<file path="src/hw/rtl/tap_pkg.sv">
// Shared types and constants for the tensor axis permute address generator.
// No dependencies; imported by every other file of the block.
package tap_pkg;

  localparam int MAX_RANK      = 4;
  localparam int SIZE_BITS     = 10;
  localparam int INDEX_BITS    = 24;
  localparam int RANK_BITS     = $clog2(MAX_RANK);
  localparam int LEN_BITS      = SIZE_BITS + 1;
  localparam int ELEM_BITS     = 64;
  localparam int CFG_IDX_BITS  = 3;
  localparam int CFG_DATA_BITS = 11;
  localparam int ORDER_BITS    = 8;

  // register map
  localparam logic [CFG_IDX_BITS-1:0] REG_SIZE_AXIS0 = 3'd0;
  localparam logic [CFG_IDX_BITS-1:0] REG_SIZE_AXIS3 = 3'd3;
  localparam logic [CFG_IDX_BITS-1:0] REG_AXIS_ORDER = 3'd4;

  localparam logic [CFG_DATA_BITS-1:0] SIZE_RESET  = 11'd1;
  localparam logic [ORDER_BITS-1:0]    ORDER_RESET = 8'd228;
  localparam logic [LEN_BITS-1:0]      LEN_MAX     = LEN_BITS'(1 << SIZE_BITS);

  typedef logic [MAX_RANK-1:0][SIZE_BITS-1:0]  pos_vec_t;
  typedef logic [MAX_RANK-1:0][LEN_BITS-1:0]   len_vec_t;
  typedef logic [MAX_RANK-1:0][INDEX_BITS-1:0] idx_vec_t;

  typedef struct packed {
    logic busy;     // stride tables being rebuilt
    logic restart;  // tensor restarts: clear counters
  } seq_ctrl_t;

  typedef enum logic [2:0] {
    ST_STRIDE = 3'b001,
    ST_DELTA  = 3'b010,
    ST_RUN    = 3'b100
  } seq_state_t;

  // zero acts as 1, oversize saturates
  function automatic logic [LEN_BITS-1:0] axis_len(input logic [CFG_DATA_BITS-1:0] raw);
    logic [LEN_BITS-1:0] v;
    v = LEN_BITS'(raw);
    if (v == '0) begin
      v = LEN_BITS'(1);
    end else if (v > LEN_MAX) begin
      v = LEN_MAX;
    end
    return v;
  endfunction

endpackage

</file>
<file path="src/hw/rtl/tap_if.sv">
// Stream interfaces for source elements and addressed results.
// Depends on tap_pkg.
interface tap_in_if;
  import tap_pkg::*;
  logic                 valid;
  logic                 ready;
  logic [ELEM_BITS-1:0] element_bits;
  modport source (output valid, output element_bits, input ready);
  modport sink   (input valid, input element_bits, output ready);
endinterface

interface tap_out_if;
  import tap_pkg::*;
  logic                  valid;
  logic                  ready;
  logic [INDEX_BITS-1:0] dest_index;
  logic [ELEM_BITS-1:0]  element_out;
  logic                  last_element;
  modport source (output valid, output dest_index, output element_out,
                  output last_element, input ready);
  modport sink   (input valid, input dest_index, input element_out,
                  input last_element, output ready);
endinterface

</file>
<file path="src/hw/rtl/tap_stride_seq.sv">
// Config registers plus sequencer that rebuilds destination strides and
// per-axis carry deltas after reset or a size/order write. Depends on tap_pkg.
module tap_stride_seq (
  input  logic                               clk,
  input  logic                               rst_n,
  input  logic                               cfg_we,
  input  logic [tap_pkg::CFG_IDX_BITS-1:0]   cfg_index,
  input  logic [tap_pkg::CFG_DATA_BITS-1:0]  cfg_data,
  output tap_pkg::seq_ctrl_t                 ctrl,
  output tap_pkg::len_vec_t                  lens,
  output tap_pkg::idx_vec_t                  deltas
);
  import tap_pkg::*;

  localparam logic [RANK_BITS-1:0] STEP_TOP  = RANK_BITS'(MAX_RANK - 1);
  localparam int                   PROD_BITS = INDEX_BITS + SIZE_BITS + 1;

  logic [MAX_RANK-1:0][CFG_DATA_BITS-1:0] size_r;
  logic [ORDER_BITS-1:0]                  order_r;
  seq_state_t                             state_r;
  logic [RANK_BITS-1:0]                   step_r;
  logic [INDEX_BITS-1:0]                  acc_r;
  logic [INDEX_BITS-1:0]                  back_r;
  idx_vec_t                               stride_r;
  idx_vec_t                               delta_r;

  logic                          cfg_hit;
  logic [RANK_BITS-1:0]          sel;
  logic [PROD_BITS-1:0]          acc_prod;
  logic [PROD_BITS-1:0]          back_prod;
  logic [INDEX_BITS-1:0]         acc_nxt;
  logic [INDEX_BITS-1:0]         back_nxt;

  always_comb begin
    for (int a = 0; a < MAX_RANK; a++) begin
      lens[a] = axis_len(size_r[a]);
    end
  end

  assign cfg_hit = cfg_we && (cfg_index <= REG_AXIS_ORDER);
  // result axis i takes source axis order[2i+1:2i]
  assign sel       = order_r[{step_r, 1'b0} +: RANK_BITS];
  assign acc_prod  = PROD_BITS'(acc_r) * PROD_BITS'(lens[sel]);
  assign acc_nxt   = acc_prod[INDEX_BITS-1:0];
  assign back_prod = PROD_BITS'(lens[step_r] - LEN_BITS'(1)) * PROD_BITS'(stride_r[step_r]);
  assign back_nxt  = back_r + back_prod[INDEX_BITS-1:0];

  always_ff @(posedge clk) begin
    if (!rst_n) begin
      for (int a = 0; a < MAX_RANK; a++) begin
        size_r[a] <= SIZE_RESET;
      end
      order_r  <= ORDER_RESET;
      state_r  <= ST_STRIDE;
      step_r   <= STEP_TOP;
      acc_r    <= INDEX_BITS'(1);
      back_r   <= '0;
      stride_r <= '0;
    end else if (cfg_hit) begin
      if (cfg_index == REG_AXIS_ORDER) begin
        order_r <= cfg_data[ORDER_BITS-1:0];
      end else begin
        size_r[cfg_index[RANK_BITS-1:0]] <= cfg_data;
      end
      state_r  <= ST_STRIDE;
      step_r   <= STEP_TOP;
      acc_r    <= INDEX_BITS'(1);
      back_r   <= '0;
      stride_r <= '0;
    end else begin
      case (state_r)
        ST_STRIDE: begin
          // repeated axes sum their strides
          stride_r[sel] <= stride_r[sel] + acc_r;
          acc_r         <= acc_nxt;
          step_r        <= step_r - RANK_BITS'(1);
          if (step_r == '0) begin
            state_r <= ST_DELTA;
            step_r  <= STEP_TOP;
          end
        end
        ST_DELTA: begin
          // jump when this axis steps and all inner axes wrap to zero
          delta_r[step_r] <= stride_r[step_r] - back_r;
          back_r          <= back_nxt;
          step_r          <= step_r - RANK_BITS'(1);
          if (step_r == '0) begin
            state_r <= ST_RUN;
          end
        end
        ST_RUN: begin
          state_r <= ST_RUN;
        end
        default: begin
          state_r <= ST_STRIDE;
          step_r  <= STEP_TOP;
        end
      endcase
    end
  end

  assign deltas       = delta_r;
  assign ctrl.busy    = (state_r != ST_RUN);
  assign ctrl.restart = cfg_hit;

endmodule

</file>
<file path="src/hw/rtl/tap_walk.sv">
// Per-axis position counters, running destination index and a two-entry
// output buffer (result register plus skid). Depends on tap_pkg, tap_if.
module tap_walk (
  input  logic               clk,
  input  logic               rst_n,
  input  tap_pkg::seq_ctrl_t ctrl,
  input  tap_pkg::len_vec_t  lens,
  input  tap_pkg::idx_vec_t  deltas,
  tap_in_if.sink             in_ch,
  tap_out_if.source          out_ch
);
  import tap_pkg::*;

  pos_vec_t              pos_r;
  logic [INDEX_BITS-1:0] run_idx_r;
  pos_vec_t              pos_nxt;
  logic [INDEX_BITS-1:0] run_idx_nxt;
  logic [INDEX_BITS-1:0] step_delta;
  logic                  carry;
  logic                  last;
  logic                  push;
  logic                  pop;

  logic                  out_v_r;
  logic [INDEX_BITS-1:0] out_dest_r;
  logic [ELEM_BITS-1:0]  out_elem_r;
  logic                  out_last_r;
  logic                  skid_v_r;
  logic [INDEX_BITS-1:0] skid_dest_r;
  logic [ELEM_BITS-1:0]  skid_elem_r;
  logic                  skid_last_r;

  // innermost axis counts; carry ripples outward through wrapping axes
  always_comb begin
    carry      = 1'b1;
    step_delta = '0;
    for (int a = MAX_RANK - 1; a >= 0; a--) begin
      pos_nxt[a] = pos_r[a];
      if (carry) begin
        if ((LEN_BITS'(pos_r[a]) + LEN_BITS'(1)) >= lens[a]) begin
          pos_nxt[a] = '0;
        end else begin
          pos_nxt[a] = pos_r[a] + SIZE_BITS'(1);
          step_delta = deltas[a];
          carry      = 1'b0;
        end
      end
    end
    last        = carry;
    run_idx_nxt = last ? '0 : run_idx_r + step_delta;
  end

  assign in_ch.ready = !skid_v_r && !ctrl.busy;
  assign push        = in_ch.valid && in_ch.ready;
  assign pop         = out_v_r && out_ch.ready;

  always_ff @(posedge clk) begin
    if (!rst_n || ctrl.restart) begin
      pos_r     <= '0;
      run_idx_r <= '0;
    end else if (push) begin
      pos_r     <= pos_nxt;
      run_idx_r <= run_idx_nxt;
    end
  end

  always_ff @(posedge clk) begin
    if (!rst_n) begin
      out_v_r  <= 1'b0;
      skid_v_r <= 1'b0;
    end else if (pop) begin
      if (skid_v_r) begin
        skid_v_r <= 1'b0;
      end else begin
        out_v_r <= push;
      end
    end else if (push) begin
      if (out_v_r) begin
        skid_v_r <= 1'b1;
      end else begin
        out_v_r <= 1'b1;
      end
    end
  end

  always_ff @(posedge clk) begin
    if (pop && skid_v_r) begin
      out_dest_r <= skid_dest_r;
      out_elem_r <= skid_elem_r;
      out_last_r <= skid_last_r;
    end else if (push && (pop || !out_v_r)) begin
      out_dest_r <= run_idx_r;
      out_elem_r <= in_ch.element_bits;
      out_last_r <= last;
    end
    if (push && out_v_r && !pop) begin
      skid_dest_r <= run_idx_r;
      skid_elem_r <= in_ch.element_bits;
      skid_last_r <= last;
    end
  end

  assign out_ch.valid        = out_v_r;
  assign out_ch.dest_index   = out_dest_r;
  assign out_ch.element_out  = out_elem_r;
  assign out_ch.last_element = out_last_r;

endmodule

</file>
<file path="src/hw/rtl/tensor_axis_permute_addressing.sv">
// Top level of the tensor axis permute address generator.
// Depends on tap_pkg, tap_if, tap_stride_seq and tap_walk.
//
// Usage notes:
//  - in_ch carries source elements in row-major source order (valid/ready).
//  - out_ch gives, per element, its row-major word index in the permuted
//    tensor (mod 2^24), the element bits unchanged, and a last flag on the
//    tensor's final element; counters then wrap and the next tensor starts.
//  - cfg port: cfg_we/cfg_index/cfg_data write sizes (index 0..3) and the
//    axis order (index 4). Any valid write restarts the tensor. Write only
//    while the block is idle. Indices above 4 are ignored.
//  - After reset or a config write, ready stays low while the stride
//    sequencer walks the axes: one multiply-add per cycle for strides,
//    then one per cycle for the per-axis carry deltas.
//  - Throughput: one word per cycle while out_ch takes results and the
//    sequencer is idle; each result is registered. The counter carry
//    chain plus one 24-bit add sets the per-word path.
//  - When out_ch stalls, a skid register takes one more word; ready drops
//    when both result and skid registers are full or the sequencer is busy.
module tensor_axis_permute_addressing (
  input  logic                               clk,
  input  logic                               rst_n,
  input  logic                               cfg_we,
  input  logic [tap_pkg::CFG_IDX_BITS-1:0]   cfg_index,
  input  logic [tap_pkg::CFG_DATA_BITS-1:0]  cfg_data,
  tap_in_if.sink                             in_ch,
  tap_out_if.source                          out_ch
);
  import tap_pkg::*;

  seq_ctrl_t ctrl;    // busy / restart from sequencer
  len_vec_t  lens;    // effective axis lengths
  idx_vec_t  deltas;  // index jump per carrying axis

  tap_stride_seq u_seq (
    .clk       (clk),
    .rst_n     (rst_n),
    .cfg_we    (cfg_we),
    .cfg_index (cfg_index),
    .cfg_data  (cfg_data),
    .ctrl      (ctrl),
    .lens      (lens),
    .deltas    (deltas)
  );

  tap_walk u_walk (
    .clk    (clk),
    .rst_n  (rst_n),
    .ctrl   (ctrl),
    .lens   (lens),
    .deltas (deltas),
    .in_ch  (in_ch),
    .out_ch (out_ch)
  );

endmodule

</file>
<file path="src/flat_wrapper.sv">
// flat-port wrapper written by rule: the top's interface ports become plain ports
module tensor_axis_permute_addressing_flat import tap_pkg::*;
  (clk, rst_n, cfg_we, cfg_index, cfg_data, in_ch_valid, in_ch_element_bits, in_ch_ready, out_ch_valid, out_ch_dest_index, out_ch_element_out, out_ch_last_element, out_ch_ready);
  tap_in_if in_ch_i ();
  tap_out_if out_ch_i ();
  input  logic clk;
  input  logic rst_n;
  input  logic cfg_we;
  input  logic [tap_pkg::CFG_IDX_BITS-1:0] cfg_index;
  input  logic [tap_pkg::CFG_DATA_BITS-1:0] cfg_data;
  input wire logic [$bits(in_ch_i.valid)-1:0] in_ch_valid;
  input wire logic [$bits(in_ch_i.element_bits)-1:0] in_ch_element_bits;
  output wire logic [$bits(in_ch_i.ready)-1:0] in_ch_ready;
  output wire logic [$bits(out_ch_i.valid)-1:0] out_ch_valid;
  output wire logic [$bits(out_ch_i.dest_index)-1:0] out_ch_dest_index;
  output wire logic [$bits(out_ch_i.element_out)-1:0] out_ch_element_out;
  output wire logic [$bits(out_ch_i.last_element)-1:0] out_ch_last_element;
  input wire logic [$bits(out_ch_i.ready)-1:0] out_ch_ready;
  assign in_ch_i.valid = in_ch_valid;
  assign in_ch_i.element_bits = in_ch_element_bits;
  assign in_ch_ready = in_ch_i.ready;
  assign out_ch_valid = out_ch_i.valid;
  assign out_ch_dest_index = out_ch_i.dest_index;
  assign out_ch_element_out = out_ch_i.element_out;
  assign out_ch_last_element = out_ch_i.last_element;
  assign out_ch_i.ready = out_ch_ready;
  tensor_axis_permute_addressing u_core (.clk(clk), .rst_n(rst_n), .cfg_we(cfg_we), .cfg_index(cfg_index), .cfg_data(cfg_data), .in_ch(in_ch_i), .out_ch(out_ch_i));
endmodule
</file>
<file path="config.mk">
export PLATFORM = sky130hd
export DESIGN_NAME = tensor_axis_permute_addressing_flat
export DESIGN_NICKNAME = d
export VERILOG_FILES = /design/src/hw/rtl/tap_pkg.sv /design/src/hw/rtl/tap_if.sv /design/src/hw/rtl/tap_stride_seq.sv /design/src/hw/rtl/tap_walk.sv /design/src/hw/rtl/tensor_axis_permute_addressing.sv /design/src/flat_wrapper.sv
export SDC_FILE = /design/constraint.sdc
export NUM_CORES = 2
export LEC_CHECK = 0
export ABC_AREA = 1
export BUFFER_PORTS_ARGS = -buffer_cell sky130_fd_sc_hd__buf_2
export CAP_MARGIN = 20
export CORE_MARGIN = 2
export CORE_UTILIZATION = 50
export DETAILED_ROUTE_END_ITERATION = 7
export MAX_ROUTING_LAYER = met4
export PLACE_DENSITY = 0.73
export SLEW_MARGIN = 20
export SYNTH_ARGS = -nofsm -noshare
export SYNTH_HDL_FRONTEND = slang
export SYNTH_SLANG_ARGS = --single-unit
</file>
<file path="constraint.sdc">
create_clock -name clk -period 10.97 [get_ports clk]
set_input_delay 1.6455 -clock clk [delete_from_list [all_inputs] [get_ports clk]]
set_output_delay 1.6455 -clock clk [all_outputs]
set_load 0.03 [all_outputs]
</file>
==> metrics <==
Avg Synthesized Cell Area=8.46 um^2; top post-synthesis cells by area=edfxtp_1 (21%), fa_1 (17%), dfxtp_1 (14%); row count=between 100 and 150; Crit path top cell by count=inv_1; critical path arrival=9.61 ns; gpl congestion=around 0.96; Largest stage delay, worst path=0.61 ns; final setup fails=0; clock tree root driver cell=clkbuf_16; status=completed; design area=~42,000 um^2; WHS=around 0.46 ns; post-route clock period utilization=just over 80%; later-pin clock latency in the skew report=0.65 ns; global-route usage over all layers=between 20% and 30%; placed cell area=between 40,000 and 50,000 um^2; hold crit path type=flip-flop to flip-flop; Final HPWL DP=73,000 um; H-tree levels=2; leakage=18.8 nW; # fillers=slightly above 7,000; largest net degree at the start of global routing=87; final critical-path required period=9.06 ns; Register Area=~14,000 um^2; critical path peak fanout=24; port bufs=roughly 170; area share of the leading cell type in the synthesized netlist=21.3%; simple-gate area share of the yosys netlist=17.3%; Total Negative Setup Slacks=0 ns; core area=~77,000 um^2; Reg clk slew, reported paths=~0.060 ns; most common cell in the synthesized netlist=nand2_1; Post-CTS Setup Inserts=0; first-pass GRT wire length=161,000 um; CTS Buffer Depth=3; crit end category=flip-flop; Ports=174; wire length per cell=roughly 17 um; critical register-to-register path startpoint=u_core.u_seq.size_r[27]; cell family with most CP delay=adder cells; Critical Path RT=~12 ns; Area growth, synth to finish=9.70%; hold path startpoint=u_core.u_seq.order_r[4]; area occupied by multi-input gates=approximately 22,000 um^2; Placed Cells incl. Taps=about 5,700; fin nets=around 5,300; via count=31,200; Post-synth top cells=nand2_1 (1,033), inv_1 (684), nor2_1 (373), fa_1 (331), a21oi_1 (329); pwr dens=between 200 and 250 nW/um^2; Synth cell types=63; Post-Syn Instances=4,575; Least-Margin Pin Slew=1.09 ns; layout cells sized above 1=about 7.5%; Routed WL=between 90,000 and 100,000 um; Hold Vio Cnt, Final=0; EDFF count, synth=about 270; maximum VDD drop=~180 uV; P_sw=between 0.003 and 0.004 W; Die H=around 280 um; flop-to-flop setup slack=1.91 ns; die width=approximately 280 um; Iter 0 DRT Violations=about 2,400; combinational group share of total power=between 50% and 60%; number of max-cap violations=0; CTS Hold Bufs=0; yosys warns=0; GR Overflow Total=0; CTS buffer count=57; Post-Synth Adder-Cell Area=roughly a quarter; Final Non-Filler Cells=a little under 6,000; post-synth top area cell=edfxtp_1; sequential fraction of the synthesis area=a little over a third; CP bufs+invs=9; Initial Util=50.2%; switch share=a little over two fifths; multiplexer share of the synthesized area=0%; Internal=0.00511 W; initial antenna violation count=0; main combinational cell family by area after synthesis=adder cells; Slew HR=a little over a quarter; Clock power frac=a little over a fifth; Final Core Density=55.1%; synthesized area=between 30,000 and 40,000 um^2; Routed Antenna Nets=0; max-slew violations=0; fmax=approximately 0.11 GHz; Synth Flop Type=edfxtp_1; clock skew=0.0428 ns; first-pass detailed-route iteration total=6; Synth Area in Compound Gates=between 10% and 20%; register bit total from synthesis=541; vias in the first global route=a little over 30,000; Post-Synth XOR/XNOR Area=3.30%; RSZ-0062 raised after global routing=false; Crit-path slowest cell=o21ai_1; Startpoint Class=flip-flop; Vias/cell=roughly 5.4; CP Launch Point=u_core.u_seq.size_r[27]; post-CTS sizing=0; Post-synth ARST share=0%; drt drc=0; crit path kind=flip-flop to flip-flop; TritonCTS clock tree=built; Die Area=79,600 um^2; clk sinks=between 500 and 600; sequential power share=a little over a quarter
[final timing paths]
kind | endpoint | depth (start not counted)
max reg2reg | u_core.u_seq.back_r[23] | 39
max | u_core.u_seq.back_r[23] | 39
min | u_core.u_seq.order_r[4] | 2
min reg2reg | u_core.u_seq.order_r[4] | 2
[metrics by stage]
step | power, W | setup slack, ns
after global placement | 0.00686 | 2.27
after detailed placement | 0.00697 | 2.09
after CTS | 0.00894 | 2.05
final | 0.00893 | 1.91
after floorplan | 0.00581 | 1.91
after global routing | 0.00967 | 1.29
[registers in the layout, indices dropped and copies added (netlist names), 24 cells and up]
register,count
u_core.u_seq.deltas,96
u_core.u_seq.size_r,44
u_core.u_seq.acc_r,24
u_core.u_seq.stride_r,96
u_core.u_walk.run_idx_r,24
u_core.u_walk.pos_r,40
u_core.u_walk.out_ch.dest_index,24
u_core.u_walk.out_ch.element_out,64
u_core.u_walk.skid_dest_r,24
u_core.u_seq.back_r,24
u_core.u_walk.skid_elem_r,64
[worst min-delay path, stage by stage, from the launching register on]
cell	delay [ns]
dfxtp_1	0.30
inv_1	0.06
a21oi_1	0.06
[cell families after synthesis]
logic type,count (synthesis)
simple gates,1667
buf+inv,879
compound gates,795
fa+ha+maj,546
flops,541
xor+xnor,145
other cells,2
[per-layer routing]
layer / part of all wire [%] / track usage (%) / up-vias / wire (um)
met2: 47 / 42.5 / 1099 / 46600
met3: 7.5 / 3.82 / 199 / 7440
met4: 3.0 / 8.10 / 0 / 3030
met5: 0 / - / - / 0
met1: 43 / 33.5 / 15000 / 42300
li1: - / - / 14900 / -
[power groups by stage]
stage	clock network (W)	logic, W	registers (W)
after global routing	0.00203	0.00524	0.00239
after global placement	0	0.00444	0.00243
final	0.00192	0.00462	0.00239
after CTS	0.00196	0.00460	0.00238
after detailed placement	0	0.00454	0.00243
after floorplan	0	0.00343	0.00238
[layout make-up]
cell class,count,share of cell area (%)
Multi-Input combinational cell,3166,51.5
Sequential cell,541,32.0
Inverter,723,6.40
Clock buffer,79,3.70
Tap cell,1040,3.06
Timing Repair Buffer,208,2.68
Clock inverter,27,0.696
Antenna cell,1,0.00589
[placed cells by master (no fill, tap or decap), drive strengths merged, types with 13 or more instances in the layout]
master,Yosys,final
nand2,1045,1045
inv,697,698
nor2,383,383
fa,331,331
a21oi,329,329
o21ai,279,279
edfxtp,274,274
dfxtp,267,267
ha,215,215
buf,42,208
nand3,176,176
xor2,103,103
clkbuf,114,79
xnor2,42,42
o22ai,42,42
clkinv,26,40
o21bai,34,34
nand4,28,28
a31oi,23,23
a211oi,22,22
a221oi,18,18
nor3,18,18
o211ai,14,14
conb,2,13
Power figures use the tool's default switching activity.
